$ cat src/sv/m61alu_pkg.sv
// ----------------------------------------------------------------------------
// m61alu_pkg
// shared constants, operation codes and the 64-bit to residue fold
// for arithmetic modulo the prime 2^61 - 1
// ----------------------------------------------------------------------------
package m61alu_pkg;

    localparam int unsigned RES_W  = 61;
    localparam int unsigned OPND_W = 64;
    localparam int unsigned EXP_W  = 63;
    localparam int unsigned FUNC_W = 3;
    localparam int unsigned HALF_W = 32;
    localparam int unsigned HI_W   = RES_W - HALF_W;

    // request tdata: first, second, exponent; padded to whole bytes
    localparam int unsigned IN_DATA_W  = 192;
    // result tdata: result, equal; padded to whole bytes
    localparam int unsigned OUT_DATA_W = 64;

    typedef logic [RES_W-1:0]  t_res;
    typedef logic [FUNC_W-1:0] t_func;

    localparam t_res MODP     = {RES_W{1'b1}};
    localparam t_res INV_EXP  = MODP - t_res'(2);
    localparam t_res RES_ONE  = t_res'(1);

    localparam t_func FUNC_ADD = 3'd0;
    localparam t_func FUNC_SUB = 3'd1;
    localparam t_func FUNC_MUL = 3'd2;
    localparam t_func FUNC_DIV = 3'd3;
    localparam t_func FUNC_POW = 3'd4;
    localparam t_func FUNC_INV = 3'd5;

    function automatic t_res fold61(input logic [OPND_W-1:0] x);
        logic [RES_W:0] s;
        s = {1'b0, x[RES_W-1:0]} + {{(RES_W+1-(OPND_W-RES_W)){1'b0}}, x[OPND_W-1:RES_W]};
        if (s >= {1'b0, MODP}) begin
            s = s - {1'b0, MODP};
        end
        return s[RES_W-1:0];
    endfunction

endpackage

$ cat src/sv/mersenne61_modular_alu.sv
// ----------------------------------------------------------------------------
// mersenne61_modular_alu
// modular arithmetic unit over p = 2^61 - 1 with a shared 32x32 multiplier
// ----------------------------------------------------------------------------
// usage:
//   slave channel i_s_*: one request per item; tuser carries the operation
//   code (0 add, 1 subtract, 2 multiply, 3 divide, 4 power, 5 inverse),
//   tdata carries both raw 64-bit operands and the 63-bit exponent.
//   master channel o_m_*: one result per request, the residue and the
//   equal flag of the reduced operands.
//   o_s_tready is high only while the sequencer is idle; one request is
//   worked on at a time.
//   add, subtract and unused codes finish without the multiplier; multiply
//   takes one modular product. every modular product goes through one
//   32x32 multiplier in 4 partial products plus accumulate and fold. power
//   squares for each exponent bit and multiplies for each set bit, up to the
//   top set bit; inverse runs the 61-bit exponent p-2, divide the same with
//   one product more. the next request can be taken in the cycle after a
//   result is loaded.
//   a finished result sits in the output register while the next request
//   is taken; if the receiver stalls and that register is still full, the
//   sequencer holds in its final state until the register drains.
//   synchronous active-low reset empties the output and idles the sequencer.
// ----------------------------------------------------------------------------
module mersenne61_modular_alu (
    input  logic                                i_clk,
    input  logic                                i_rst_n,
    input  logic                                i_s_tvalid,
    output logic                                o_s_tready,
    // bits up from 0: first_operand[63:0], second_operand[127:64],
    // exponent[190:128], zero pad[191]
    input  logic [m61alu_pkg::IN_DATA_W-1:0]    i_s_tdata,
    // bits up from 0: func[2:0]
    input  logic [m61alu_pkg::FUNC_W-1:0]       i_s_tuser,
    output logic                                o_m_tvalid,
    input  logic                                i_m_tready,
    // bits up from 0: result[60:0], equal[61], zero pad[63:62]
    output logic [m61alu_pkg::OUT_DATA_W-1:0]   o_m_tdata
);
    import m61alu_pkg::*;

    localparam logic [2:0] S_IDLE  = 3'd0;
    localparam logic [2:0] S_START = 3'd1;
    localparam logic [2:0] S_CHECK = 3'd2;
    localparam logic [2:0] S_MACC  = 3'd3;
    localparam logic [2:0] S_MSQ   = 3'd4;
    localparam logic [2:0] S_MFIN  = 3'd5;
    localparam logic [2:0] S_DONE  = 3'd6;

    localparam logic [2:0] MSTEP_LAST = 3'd5;

    logic [2:0]         r_state, n_state;
    logic [2:0]         r_mstep, n_mstep;
    t_func              r_func, n_func;
    t_res               r_a, n_a;
    t_res               r_b, n_b;
    logic [EXP_W-1:0]   r_e, n_e;
    t_res               r_acc, n_acc;
    t_res               r_sq, n_sq;
    t_res               r_res, n_res;
    logic               r_eq, n_eq;
    logic [OPND_W-1:0]  r_prod, n_prod;
    logic [OPND_W-1:0]  r_sum, n_sum;
    logic               r_out_valid, n_out_valid;
    t_res               r_out_res, n_out_res;
    logic               r_out_eq, n_out_eq;

    logic               in_acc;
    logic               in_mul;
    t_res               mx, my;
    logic [HALF_W-1:0]  mul_x, mul_y;
    logic [OPND_W-1:0]  term;
    t_res               mul_res;
    logic [RES_W:0]     add_sum;
    logic [RES_W:0]     sub_dif;

    assign o_s_tready = (r_state == S_IDLE);
    assign in_acc     = i_s_tvalid && o_s_tready;
    assign in_mul     = (r_state == S_MACC) || (r_state == S_MSQ) || (r_state == S_MFIN);

    assign o_m_tvalid = r_out_valid;
    assign o_m_tdata  = {{(OUT_DATA_W-RES_W-1){1'b0}}, r_out_eq, r_out_res};

    // operand select for the shared multiplier
    always_comb begin
        unique case (r_state)
            S_MACC: begin
                mx = r_acc;
                my = r_sq;
            end
            S_MSQ: begin
                mx = r_sq;
                my = r_sq;
            end
            default: begin
                mx = r_a;
                my = r_acc;
            end
        endcase
    end

    always_comb begin
        mul_x = r_mstep[1] ? {{(HALF_W-HI_W){1'b0}}, mx[RES_W-1:HALF_W]} : mx[HALF_W-1:0];
        mul_y = r_mstep[0] ? {{(HALF_W-HI_W){1'b0}}, my[RES_W-1:HALF_W]} : my[HALF_W-1:0];
    end

    // partial product weighted and reduced: low*low, two cross terms, high*high
    always_comb begin
        unique case (r_mstep)
            3'd1:      term = {{(OPND_W-RES_W){1'b0}}, fold61(r_prod)};
            3'd2,
            3'd3:      term = {{(OPND_W-RES_W){1'b0}}, r_prod[HI_W-1:0], {HALF_W{1'b0}}}
                            + {{HI_W{1'b0}}, r_prod[OPND_W-1:HI_W]};
            3'd4:      term = {r_prod[OPND_W-4:0], 3'b000};
            default:   term = '0;
        endcase
    end

    assign mul_res = fold61(r_sum);
    assign add_sum = {1'b0, r_a} + {1'b0, r_b};
    assign sub_dif = {1'b0, r_a} - {1'b0, r_b};

    always_comb begin
        n_state     = r_state;
        n_mstep     = r_mstep;
        n_func      = r_func;
        n_a         = r_a;
        n_b         = r_b;
        n_e         = r_e;
        n_acc       = r_acc;
        n_sq        = r_sq;
        n_res       = r_res;
        n_eq        = r_eq;
        n_prod      = r_prod;
        n_sum       = r_sum;
        n_out_valid = r_out_valid;
        n_out_res   = r_out_res;
        n_out_eq    = r_out_eq;

        if (r_out_valid && i_m_tready) begin
            n_out_valid = 1'b0;
        end

        if (in_mul) begin
            n_prod = {{HALF_W{1'b0}}, mul_x} * {{HALF_W{1'b0}}, mul_y};
            if (r_mstep == 3'd0) begin
                n_sum = '0;
            end else begin
                n_sum = r_sum + term;
            end
            if (r_mstep == MSTEP_LAST) begin
                n_mstep = '0;
            end else begin
                n_mstep = r_mstep + 3'd1;
            end
        end

        unique case (r_state)
            S_IDLE: begin
                if (in_acc) begin
                    n_func  = i_s_tuser;
                    n_a     = fold61(i_s_tdata[OPND_W-1:0]);
                    n_b     = fold61(i_s_tdata[2*OPND_W-1:OPND_W]);
                    n_e     = i_s_tdata[2*OPND_W+EXP_W-1:2*OPND_W];
                    n_state = S_START;
                end
            end
            S_START: begin
                n_eq  = (r_a == r_b);
                n_acc = RES_ONE;
                unique case (r_func)
                    FUNC_ADD: begin
                        n_res   = (add_sum >= {1'b0, MODP}) ? t_res'(add_sum - {1'b0, MODP})
                                                            : add_sum[RES_W-1:0];
                        n_state = S_DONE;
                    end
                    FUNC_SUB: begin
                        n_res   = (r_a >= r_b) ? sub_dif[RES_W-1:0]
                                               : t_res'(sub_dif + {1'b0, MODP});
                        n_state = S_DONE;
                    end
                    FUNC_MUL: begin
                        n_acc   = r_b;
                        n_state = S_MFIN;
                    end
                    FUNC_DIV: begin
                        n_sq    = r_b;
                        n_e     = {{(EXP_W-RES_W){1'b0}}, INV_EXP};
                        n_state = S_CHECK;
                    end
                    FUNC_POW: begin
                        n_sq    = r_a;
                        n_state = S_CHECK;
                    end
                    FUNC_INV: begin
                        n_sq    = r_a;
                        n_e     = {{(EXP_W-RES_W){1'b0}}, INV_EXP};
                        n_state = S_CHECK;
                    end
                    default: begin
                        n_res   = '0;
                        n_state = S_DONE;
                    end
                endcase
            end
            S_CHECK: begin
                priority if (r_e == '0) begin
                    if (r_func == FUNC_DIV) begin
                        n_state = S_MFIN;
                    end else begin
                        n_res   = r_acc;
                        n_state = S_DONE;
                    end
                end else if (r_e[0]) begin
                    n_state = S_MACC;
                end else begin
                    n_state = S_MSQ;
                end
            end
            S_MACC: begin
                if (r_mstep == MSTEP_LAST) begin
                    n_acc   = mul_res;
                    n_state = S_MSQ;
                end
            end
            S_MSQ: begin
                if (r_mstep == MSTEP_LAST) begin
                    n_sq    = mul_res;
                    n_e     = r_e >> 1;
                    n_state = S_CHECK;
                end
            end
            S_MFIN: begin
                if (r_mstep == MSTEP_LAST) begin
                    n_res   = mul_res;
                    n_state = S_DONE;
                end
            end
            S_DONE: begin
                if (!r_out_valid || i_m_tready) begin
                    n_out_valid = 1'b1;
                    n_out_res   = r_res;
                    n_out_eq    = r_eq;
                    n_state     = S_IDLE;
                end
            end
            default: begin
                n_state = S_IDLE;
            end
        endcase
    end

    always_ff @(posedge i_clk) begin
        if (!i_rst_n) begin
            r_state     <= S_IDLE;
            r_mstep     <= '0;
            r_out_valid <= 1'b0;
        end else begin
            r_state     <= n_state;
            r_mstep     <= n_mstep;
            r_out_valid <= n_out_valid;
        end
    end

    always_ff @(posedge i_clk) begin
        r_func    <= n_func;
        r_a       <= n_a;
        r_b       <= n_b;
        r_e       <= n_e;
        r_acc     <= n_acc;
        r_sq      <= n_sq;
        r_res     <= n_res;
        r_eq      <= n_eq;
        r_prod    <= n_prod;
        r_sum     <= n_sum;
        r_out_res <= n_out_res;
        r_out_eq  <= n_out_eq;
    end

endmodule
$ cat config.mk
export PLATFORM = sky130hd
export DESIGN_NAME = mersenne61_modular_alu
export DESIGN_NICKNAME = d
export VERILOG_FILES = /design/src/sv/m61alu_pkg.sv /design/src/sv/mersenne61_modular_alu.sv
export SDC_FILE = /design/constraint.sdc
export NUM_CORES = 2
export LEC_CHECK = 0
export BUFFER_PORTS_ARGS = -buffer_cell sky130_fd_sc_hd__buf_4
export CORE_UTILIZATION = 30
export DETAILED_ROUTE_END_ITERATION = 7
export GPL_ROUTABILITY_DRIVEN = 0
export PLACE_DENSITY_LB_ADDON = 0.2
export REMOVE_ABC_BUFFERS = 1
export SLEW_MARGIN = 20
export SYNTH_ARGS = -nofsm -noshare
export SYNTH_HDL_FRONTEND = slang
export SYNTH_SLANG_ARGS = --single-unit
$ cat constraint.sdc
create_clock -name i_clk -period 14.98 [get_ports i_clk]
set_clock_uncertainty 0.2 [all_clocks]
set_input_delay 1.498 -clock i_clk [delete_from_list [all_inputs] [get_ports i_clk]]
set_output_delay 1.498 -clock i_clk [all_outputs]
set_load 0.02 [all_outputs]
After elaboration in Yosys (flattened, before gate mapping)
Index checks and enable logic that the tools add are counted. W data, S select, Z words.

Output and inout bits: 66. Word-level logic and storage cells: 129. Register bits after elaboration: 569. Input bits: 199.

Reduce and logical (&&, ||, !) cells: 27. Eq/ne operators: 27. Add/subtract/negate cells: 15. Multipliers: 1. $lt $le $gt $ge: 6. Multiplexer cells: 38.

Operator list (number): $mux W61 (11); $pmux W61 S2 (4); $pmux W61 S3 (2); $ge A62 B61 Y1 const B (5); $sub A61 B61 Y61 const B (5); $add A61 B3 Y62 (4); $pmux W64 S3 (1); $mux W63 (3); $pmux W63 S3 (1); $add A64 B64 Y64 (1); $mul A32 B32 Y64 (1); $mux W32 (2); $logic_not A63 Y1 (1); $add A61 B35 Y62 (1); $add A61 B61 Y62 (1); $add A61 B61 Y61 const B (1); $eq A61 B61 Y1 (1); $ge A61 B61 Y1 (1); $sub A61 B61 Y61 (1); $mux W3 (8); $eq A3 B3 Y1 const B (7); $pmux W3 S7 (1); $eq A3 B2 Y1 const B (6); $ne A2 B2 Y1 const B (5); 20 further kinds (40).

Logic depth before layout (Yosys ltp)
Word-level depth: 5. Gate-level depth with buffers: 43. Mapped depth without buffers: 39.

Least setup slack after synthesis
Ideal clock, no wire load.

Path kind: reg2reg. From: reg r_state[2]. To: reg r_prod[63] (data pin). Stages on the path, launching flop included: 39. Required time: 14.520 ns. Path slack: 4.199 ns. Arrival time: 10.321 ns. Path buffers: 4. Cells stage by stage: dfxtp_1 clkbuf_1 nor2b_1 nand2_1 clkbuf_1 mux4_2 nor2_1 a21o_1 clkbuf_1 nor2_1 fa_1 fa_1 fa_1 inv_1 fa_1 inv_1 fa_1 inv_1 (+3 left out) inv_1 fa_1 inv_1 ha_1 clkbuf_1 nand4_1 or3b_2 o21ai_0 o2111ai_1 a211oi_1 o211ai_1 a2111oi_0 nor2_1 o31a_1 a211o_1 a21oi_1 nor2_1 xnor2_1.

Word-level cells in the longest chain between the ends: 5.

Ends and longest elaborated chain: start: declaration (RTL line mersenne61_modular_alu.sv:52) `logic [2:0] r_state, n_state;`; start signal: assignment (RTL line mersenne61_modular_alu.sv:259) `r_state <= n_state;`; $eq A3 B2 Y1 or $eq A3 B3 Y1 (tied branches) (RTL line mersenne61_modular_alu.sv:86) `unique case (r_state)`; $reduce_or A2 Y1 (no line); $mux W61 (RTL line mersenne61_modular_alu.sv:86); $mux W32 (RTL line mersenne61_modular_alu.sv:104) `mul_y = r_mstep[0] ? {{(HALF_W-HI_W){1'b0}}, my[RES_W-1:HALF_W]} : my[HALF_W-1:0];`; $mul A32 B32 Y64 * (RTL line mersenne61_modular_alu.sv:145) `n_prod = {{HALF_W{1'b0}}, mul_x} * {{HALF_W{1'b0}}, mul_y};`; end signal: assignment (RTL line mersenne61_modular_alu.sv:274) `r_prod <= n_prod;`; end: declaration (RTL line mersenne61_modular_alu.sv:62) `logic [OPND_W-1:0] r_prod, n_prod;`.

Every way passes the cells marked *; elsewhere a longest branch is shown, timed or not. A chain may end at the register's enable or synchronous reset.

Worst setup path in the final report
From: reg r_state[0]. To: reg r_prod[61] (data pin).

Same word-level chain as after synthesis.

==> impl_metrics.yaml <==
status:
  status: "finished, final reports clean"
worst_setup_path:
  arrival_ns: 13.70
  crit_required_ns: 15.25
  worstSetupPathType: "register to register"
  crit_path_frequent_cell: "fa_1"
  crit_path_max_fanout: 31
  slowest_delay_ns: 0.80
  cp_slowest_cell: "o21ai_2"
  startpoint_type: "register"
  rr_worst_depth: 35
  end_kind: "register"
sta:
  period_minus_slack_ns: 13.44
  fmax_mhz: 74.43
  setup_violations: 0
  maxSlewViolCount: 0
  finalHoldViolCount: 0
  whs_ns: 0.2160
  rsz0062_at_grt: "no"
  tns_ns: 0
  period_share: 0.8969
  max_slew.worst_pin.slew_ns: 1.277
  slew-limit-headroom: 0.1486
  worst_slack_ns: 1.544
floorplan:
  fp.dieW_um: 514.6
  num_rows: 187
  fp.dieH_um: 514.6
  core-area_um2: 260400
  ioPinCount: 265
  die-area_um2: 264800
  initial_core_util: 0.3027
routing:
  wl_per_cell_um: 26.70
  vias: 70320
  drc: 0
  vias_per_cell: 5.578
  drt_pass1_iterations: 6
  postRouteAntennaNets: 0
  wirelength_mm: 336.6
  drtIter0Drc: 7806
min_path:
  holdPathStages: 0
  hold_path.class: "register to register"
placed_design:
  dp.cells: 12460
  portBuffers: 261
  hpwl_mm: 268.6
  pre_cts_ws_ns: 1.737
yosys:
  yosys_register_bits: 569
  synth_flop_cell: "edfxtp_1"
  avgSynthCellArea_um2: 8.770
  netlist_area_um2: 78830
  synth_edf_count: 562
  synthCells: 8989
  yosys-top-cells-area: "fa_1 (23%), edfxtp_1 (21%), ha_1 (7.4%)"
  yosysTopAreaCell: "fa_1"
  synth.top_cell.area_share: 0.2293
  synth_cell_types: 113
  synth_seq_area_share: 0.2159
  ys_async_sr_fraction: 0
  synth_warnings: 0
clocking:
  path_clk_slew_ns: 0.06
  numClockSinks: 569
  clk_latency_ns: 0.74
  cts.repair.resized: 0
  ctsLongestPathBuffers: 3
  cts_inserted_buffers: 67
  holdBufCountCts: 0
  cts_setup_buffers: 0
  cts_root_buf: "clkbuf_16"
  cts_max_level: 3
  cts_tree: "built"
layout:
  drive_above_1_share: 0.08254
  fill_cells: 27020
  final_nets: 10610
  area_delta_synth_final_pct: 10.83
  fin_cells: 12610
job:
  cap_violations: 0
global_routing:
  grt_antenna_before_repair: 40
  grt_start_max_net_pins: 93
  grt_pass1_wl_mm: 485.0
  overflow: 0
  grt_pass1_vias: 69080
  grtUsageTotal: 0.2513
## cell usage after synthesis (47+ instances only)
master / instances
nand2b_1: 64
o21ai_1: 49
nor3_1: 169
xnor2_1: 297
a21o_1: 156
edfxtp_1: 562
clkbuf_1: 371
a21oi_1: 370
inv_1: 1107
nand3_1: 224
o31ai_1: 47
or3_1: 50
xor2_1: 244
o21a_1: 51
nor4_1: 111
o21ai_0: 306
and2_1: 57
nor2b_1: 61
nor2_1: 1138
nand4_1: 136
mux2i_1: 98
and3_1: 59
o22a_1: 61
ha_1: 469
nand2_1: 984
fa_1: 903
## registers in the layout, summed over array words and instances (netlist names), 61 cells and up
| name | count |
|---|---|
| r_a | 61 |
| r_acc | 61 |
| r_b | 61 |
| r_e | 63 |
| r_out_res | 61 |
| r_prod | 64 |
| r_res | 61 |
| r_sq | 61 |
| r_sum | 64 |
## worst paths after layout
kind                            startpoint  slack [ns]             to
worst min register to register   r_res[13]        0.22  r_out_res[13]
worst max-delay path            r_state[0]        1.54     r_prod[61]
worst min-delay path             r_res[13]        0.22  r_out_res[13]
worst max register to register  r_state[0]        1.54     r_prod[61]
## layout by cell type (no fill, tap or decap), drive strengths merged, types with 24 or more instances in the layout
| cell type | instances |
|---|---|
| a21oi | 373 |
| inv | 1121 |
| a21o | 156 |
| or3 | 50 |
| nor3 | 180 |
| nand3 | 225 |
| and2 | 57 |
| o22ai | 43 |
| a22o | 25 |
| clkbuf | 76 |
| edfxtp | 562 |
| mux4 | 28 |
| o221ai | 37 |
| nand4 | 137 |
| fa | 903 |
| a31oi | 36 |
| o21bai | 37 |
| o21ai | 356 |
| nor2b | 62 |
| a22oi | 48 |
| o211ai | 30 |
| nand3b | 28 |
| buf | 420 |
| xnor2 | 299 |
| o22a | 61 |
| and3 | 59 |
| nand2b | 64 |
| nor2 | 1138 |
| mux2i | 98 |
| o31ai | 48 |
| a211oi | 39 |
| or2 | 47 |
| a221oi | 24 |
| xor2 | 244 |
| ha | 469 |
| and4 | 28 |
| nand2 | 984 |
| nor4 | 125 |
| o21a | 51 |
## per-stage QoR
stage	instance area (um2)	util
global route	87330	0.3354
floorplan	77080	-
detailed placement	85020	0.3265
finish	87370	0.3355
global placement	84980	0.3263
CTS	87310	0.3353
## logic make-up after synthesis
logic type / share of synthesized area
muxes: 0.02201
xor gates and xnor gates: 0.06052
and+or+nand+nor: 0.1913
other: 0.00004757
adders and majority gates: 0.3037
DFF: 0.2159
AOI/OAI and AO/OA: 0.1310
buffers and inverters: 0.07552
## final cells by class
class | instances | area, um2 | area share
inverters | 1117 | 4195 | 0.04802
flip-flops and latches | 569 | 17020 | 0.1948
repair buffers | 420 | 3163 | 0.03620
diodes | 22 | 55.05 | 0.0006301
multi-input cells | 6861 | 56260 | 0.6440
well taps | 3496 | 4374 | 0.05007
clock inverters | 44 | 520.5 | 0.005957
clock buffers | 76 | 1774 | 0.02031
## layer usage
metal / part of all wire / up-vias / global-route usage
li1: - / 30540 / -
met1: 0.41 / 35360 / 0.3308
met2: 0.43 / 3662 / 0.3796
met3: 0.10 / 722 / 0.05772
met4: 0.062 / 30 / 0.1380
met5: 0.00057 / - / 0
## worst max-delay path, delay by kind of cell (launching register included)
family / cells / cell delay (ns)
adder cells (fa/ha/maj): 9 / 4.47
AO/OA/AOI/OAI: 9 / 3.83
AND/OR/NAND/NOR: 8 / 2.26
buffers and inverters: 8 / 1.58
flip-flops: 1 / 0.65
XOR/XNOR: 1 / 0.14
Power is left out: the tool's default activity adds up to more than one toggle a clock period on the data nets, which glitch-free logic cannot reach.
